--- src/rtl/tpp_pkg.sv ---
// Shared types and constants for the torus playfield pointer block.
// Used by the controller, the datapath and the top level; depends on nothing.
package tpp_pkg;

    localparam int MAX_COLS = 128;
    localparam int MAX_ROWS = 32;
    localparam int COL_W    = $clog2(MAX_COLS);
    localparam int ROW_W    = $clog2(MAX_ROWS);
    localparam int ADDR_W   = COL_W + ROW_W;
    localparam int WIDTH_W  = 8;
    localparam int HEIGHT_W = 6;
    localparam int DATA_W   = 8;
    localparam int TDATA_W  = 32;

    localparam logic [2:0] KIND_STEP  = 3'd0;
    localparam logic [2:0] KIND_SETH  = 3'd1;
    localparam logic [2:0] KIND_REV   = 3'd2;
    localparam logic [2:0] KIND_WRITE = 3'd3;
    localparam logic [2:0] KIND_READ  = 3'd4;

    localparam logic [1:0] HEAD_RIGHT = 2'd0;
    localparam logic [1:0] HEAD_LEFT  = 2'd1;
    localparam logic [1:0] HEAD_UP    = 2'd2;
    localparam logic [1:0] HEAD_DOWN  = 2'd3;

    localparam logic REG_WIDTH  = 1'b0;
    localparam logic REG_HEIGHT = 1'b1;

    localparam logic [WIDTH_W-1:0]  WIDTH_RESET  = 8'd80;
    localparam logic [HEIGHT_W-1:0] HEIGHT_RESET = 6'd25;

    // Input item as it sits in s_tdata, lowest field last.
    typedef struct packed {
        logic [6:0]        pad;
        logic [DATA_W-1:0] cell_value;
        logic [ROW_W-1:0]  cell_row;
        logic [COL_W-1:0]  cell_col;
        logic [1:0]        new_heading;
        logic [2:0]        kind;
    } in_item_t;

    // Result item as it sits in m_tdata, lowest field last.
    typedef struct packed {
        logic              pad;
        logic              cell_in_range;
        logic [DATA_W-1:0] read_value;
        logic [DATA_W-1:0] char_under_ptr;
        logic [1:0]        ptr_heading;
        logic [ROW_W-1:0]  ptr_row;
        logic [COL_W-1:0]  ptr_col;
    } out_item_t;

    typedef struct packed {
        logic accept;
        logic mod_start;
        logic commit;
        logic load_out;
    } ctrl_cmd_t;

    typedef struct packed {
        logic need_mod;
        logic mod_done;
    } ctrl_status_t;

endpackage

--- src/rtl/tpp_ctrl.sv ---
// Controller state machine: input handshake, sequencing of one item, output valid.
// Depends on tpp_pkg for the command and status structs.
module tpp_ctrl (
    input  logic                  clk,
    input  logic                  rst_n,
    input  logic                  s_tvalid,
    output logic                  s_tready,
    output logic                  m_tvalid,
    input  logic                  m_tready,
    input  tpp_pkg::ctrl_status_t status,
    output tpp_pkg::ctrl_cmd_t    cmd
);

    typedef enum logic [3:0] {
        ST_IDLE   = 4'b0001,
        ST_EXEC   = 4'b0010,
        ST_MOD    = 4'b0100,
        ST_FINISH = 4'b1000
    } state_t;

    state_t state_reg, state_next;
    logic   out_valid_reg, out_valid_next;
    logic   out_free;

    assign out_free = !out_valid_reg || m_tready;

    always_comb
    begin
        state_next     = state_reg;
        out_valid_next = out_valid_reg && !m_tready;
        cmd            = '0;
        s_tready       = 1'b0;
        unique case (state_reg)
            ST_IDLE:
            begin
                s_tready = 1'b1;
                if (s_tvalid)
                begin
                    cmd.accept = 1'b1;
                    state_next = ST_EXEC;
                end
            end
            ST_EXEC:
            begin
                if (status.need_mod)
                begin
                    cmd.mod_start = 1'b1;
                    state_next    = ST_MOD;
                end
                else
                begin
                    cmd.commit = 1'b1;
                    state_next = ST_FINISH;
                end
            end
            ST_MOD:
            begin
                if (status.mod_done)
                    state_next = ST_EXEC;
            end
            ST_FINISH:
            begin
                if (out_free)
                begin
                    cmd.load_out   = 1'b1;
                    out_valid_next = 1'b1;
                    s_tready       = 1'b1;
                    if (s_tvalid)
                    begin
                        cmd.accept = 1'b1;
                        state_next = ST_EXEC;
                    end
                    else
                        state_next = ST_IDLE;
                end
            end
            default:
                state_next = ST_IDLE;
        endcase
    end

    always_ff @(posedge clk or negedge rst_n)
    begin
        if (!rst_n)
        begin
            state_reg     <= ST_IDLE;
            out_valid_reg <= 1'b0;
        end
        else
        begin
            state_reg     <= state_next;
            out_valid_reg <= out_valid_next;
        end
    end

    assign m_tvalid = out_valid_reg;

endmodule

--- config.mk ---
export PLATFORM = sky130hd
export DESIGN_NAME = tpp_ctrl
export DESIGN_NICKNAME = d
export VERILOG_FILES = /design/src/rtl/tpp_pkg.sv /design/src/rtl/tpp_ctrl.sv
export SDC_FILE = /design/constraint.sdc
export NUM_CORES = 1
export LEC_CHECK = 0
export BUFFER_PORTS_ARGS = -buffer_cell sky130_fd_sc_hd__buf_4
export CAP_MARGIN = 0
export CORE_AREA = 2 2 39 41
export CTS_BUF_LIST = sky130_fd_sc_hd__clkbuf_4 sky130_fd_sc_hd__clkbuf_8
export CTS_CLUSTER_SIZE = 16
export DETAILED_ROUTE_END_ITERATION = 8
export DIE_AREA = 0 0 41 43
export PLACE_DENSITY = 0.41
export SKIP_LAST_GASP = 1
export SLEW_MARGIN = 10
export SYNTH_ARGS = -nofsm -noshare
export SYNTH_HDL_FRONTEND = slang
export SYNTH_SLANG_ARGS = --single-unit
--- constraint.sdc ---
create_clock -name clk -period 2.54 [get_ports clk]
set_input_delay 0.635 -clock clk [delete_from_list [all_inputs] [get_ports clk]]
set_output_delay 0.635 -clock clk [all_outputs]
set_load 0.01 [all_outputs]
# [After elaboration in Yosys (flattened, before gate mapping)]
# Index checks and enable logic that the tools add are counted.
[word_totals] word_cells=31 ff_bits=5 rom_bits=0 latch_bits=0 ramBits=0 inputBits=6 n_memories=0 output_inout_bits=6
[classes] div_mod_pow=0 bitwise=0 shifts=0 multipliers=0 reduce_logical=5 magnitude_cmp=0 eq_ne=7 add_sub_neg=0 muxes=17
[ops] cell="4-bit 2-to-1 mux" n=4
[ops] cell="4-bit case mux with 4 select lines" n=1
[ops] cell="1-bit 2-to-1 mux" n=8
[ops] cell="2-bit != test, second input constant" n=3
[ops] cell="4-bit by 1-bit == test with 1-bit output, second input constant" n=1
[ops] cell="4-bit by 2-bit == test with 1-bit output, second input constant" n=1
[ops] cell="4-bit by 3-bit == test with 1-bit output, second input constant" n=1
[ops] cell="4-bit == test, second input constant" n=1
[ops] cell="2-bit 2-to-1 mux" n=2
[ops] cell="1-bit case mux with 2 select lines" n=2
[ops] cell="3-bit AND reduction" n=1
[ops] cell="1-bit logical NOT" n=2
[ops] cell="1-bit logical AND" n=1
[ops] cell="1-bit logical OR" n=1

# [Longest topological paths before layout]
[logic_depth] depth_word=4 mapped_depth=4 ltp_nobuf=3

# [Least setup slack after synthesis]
# Ideal clock, no wire load.
[synth_path] path_type="input to output" startpoint="input port m_tready" endpoint="output port cmd[3] (netlist bit)" n_path_buf=0 stages=3 arrival_time_ns=1.276 setup_slack_ns=0.629 path_cell_list="or2b_2 a21oi_1 nor4b_1"
[synth_rtl] element="from (decl)" line="tpp_ctrl.sv:9" source="input logic m_tready,"
[synth_rtl] element="to (decl)" line="tpp_ctrl.sv:11" source="output tpp_pkg::ctrl_cmd_t cmd"

==> impl_metrics.json <==
{
  "crit_path_max_fanout": 8,
  "maxSlewViolCount": 0,
  "cts_root_buf": "clkbuf_4",
  "cts.clk_slew.worst_paths_ps": 40,
  "syn_area_um2": 323,
  "relSlewSlack_pct": 74.5,
  "worst_slew_pin_slew_ps": 376,
  "cts_tree": "yes",
  "cts_max_level": 1,
  "grt_pass1_vias": 292,
  "critPathKind": "reg -> out",
  "placed_cells": 56,
  "synth-seq-cells": 5,
  "fill_cells": 143,
  "largest_register_ffs": 4,
  "synth_edf_count": 0,
  "dpl.hpwl_um": 555,
  "multiInputGateArea_um2": 178,
  "pin_count": 12,
  "clock_path_buffers": 2,
  "outcome": "completed",
  "viasPerCell": 4.87,
  "ant_nets": 0,
  "p_per_area_nw_per_um2": 966,
  "overflow": 0,
  "place.gp.congestion": 0.776,
  "syn2layout_area_growth_pct": 36.4,
  "ys_types": 22,
  "cp_slowest_cell": "dfstp_2",
  "required_ps": 1900,
  "firstDrtPassIters": 3,
  "cts.repair.resized": 0,
  "end_kind": "primary output",
  "num-nets-final": 51,
  "synthArstFlopShare_pct": 100,
  "wirelength_um": 721,
  "grt_max_degree": 10,
  "skew_ps": 0.719,
  "clock_sinks": 5,
  "routed-via-count": 292,
  "row_count": 14,
  "postSynthAreaPerCell_um2": 10.4,
  "post-synth-top-area-fraction_pct": 31.0,
  "wl_per_cell_um": 12.0,
  "diodes": 0,
  "final_layout_size_suffix_gt1_share_pct": 45.5,
  "die_y_um": 43,
  "synthTopCellsByArea": "dfrtp_1, dfstp_2, or4b_1",
  "maxCapViolCount": 0,
  "syn_inst": 31,
  "ys_warn_count": 0,
  "synth_common_cells": "dfrtp_1, nor2b_1",
  "period_minus_slack_ps": 2180,
  "yosys.cell_count.top_type": "dfrtp_1",
  "die_area_um2": 1760,
  "leakage_nw": 0.203,
  "grt_usage_pct": 11.5,
  "synth_area_leader_cell": "dfrtp_1",
  "drc": 0,
  "cp_cell_sequence": "nor2b_1 -> a21oi_1 -> nor4b_1 -> buf_4",
  "synthFlopType": "dfrtp_1",
  "antenna_found_initial": 0,
  "peakVddDrop_v": 0.000413,
  "rsz0062_at_grt": "false",
  "first_iter_violations": 4,
  "seq_area_um2": 126,
  "cpPeakStageDelay_ps": 580,
  "fmax_mhz": 458,
  "postCtsSetupBuffers": 0,
  "fin_cells": 60,
  "core-area_um2": 1380,
  "initial_utilization_pct": 23.3,
  "cts_buffers": 3,
  "worst-r2r-cell-count": 3,
  "setup_tns_ps": 0,
  "fin_crit_sh_pct": 86.0,
  "setup_violations": 0,
  "postCtsHoldBufs": 0,
  "startpoint_type": "flop",
  "finalHoldViolCount": 0,
  "hp-class": "in -> async",
  "io_buffers": 11,
  "synth_nets": 37,
  "ys_seq_area_share_pct": 39.1,
  "arrival_ps": 1550,
  "clk_latency_ps": 240,
  "grt_pass1_wl_mm": 1.25,
  "fp.dieW_um": 41
}
-- path summary, 6_finish.rpt --
| check | from | to | slack [ps] |
|---|---|---|---|
| setup / recovery | state_reg[0] | cmd[3] | 360 |
| hold / removal | rst_n | state_reg[1] | 190 |
| setup reg to reg | state_reg[0] | state_reg[1] | 980 |
| hold reg to reg | m_tvalid | m_tvalid | 680 |
| max in group asynchronous | rst_n | state_reg[0] | 2160 |
| min in group clk | status[0] | state_reg[2] | 600 |
-- worst max-delay path: cells and delay by family (launching register included) --
family,cells,cell delay [ps]
flops,1,580
simple gates,2,480
buf+inv,1,170
compound gates,1,80
-- cell usage in the layout, fill, tap and decap left out --
master	Yosys	final
a21oi_1	1	1
and2_1	1	1
and3b_1	2	2
buf_4	2	11
clkbuf_4	0	4
dfrtp_1	4	4
dfstp_2	1	1
inv_1	1	1
nand2_1	1	1
nor2_1	1	1
nor2b_1	3	3
nor3_1	1	1
nor4b_1	2	2
o21ai_0	1	1
o21bai_1	1	1
o22ai_1	1	1
o22ai_2	1	1
o311a_2	1	1
o31ai_1	1	1
or2b_2	1	1
or4_1	1	1
or4b_1	2	2
or4b_4	1	1
-- stage by stage --
step | util [%] | total power, mW | hold WS [ps] | area, um2 | setup slack, ps
2_1_floorplan | - | 0.259 | 339 | 323 | 629
3_3_place_gp | 29.7 | 0.325 | 438 | 410 | 421
3_5_place_dp | 29.7 | 0.325 | 437 | 410 | 425
4_1_cts | 31.8 | 0.429 | 179 | 440 | 319
5_1_grt | 31.8 | 0.467 | 169 | 440 | 210
6_report | 31.8 | 0.425 | 187 | 440 | 357
-- metal layers --
metal	wire length, um	vias up	GRT usage, %
met5	0	-	0
met4	24	0	14.0
met3	40	2	3.66
met2	353	8	14.7
met1	302	140	12.8
li1	-	142	-
-- layout make-up --
class | instances | area share, %
Tap cell | 16 | 4.55
Clock buffer | 4 | 6.82
Timing Repair Buffer | 11 | 18.8
Inverter | 1 | 0.852
Sequential cell | 5 | 28.7
Multi-Input combinational cell | 23 | 40.3
-- where the power goes --
group / switching, mW / total (mW) / leakage (nW) / internal [mW]
Sequential: 0.0416 / 0.153 / 0.0644 / 0.111
Clock: 0.0298 / 0.0997 / 0.0184 / 0.0699
Combinational: 0.0752 / 0.173 / 0.120 / 0.0977
Total: 0.147 / 0.425 / 0.203 / 0.279
-- cells by family after synthesis --
group                  after synthesis  synth area share [%]
DFF                                  5                  39.2
AOI/OAI and AO/OA                    7                  17.1
buffers and inverters                3                  5.81
and+or+nand+nor                     16                  38.0
Power figures use the tool's default switching activity.
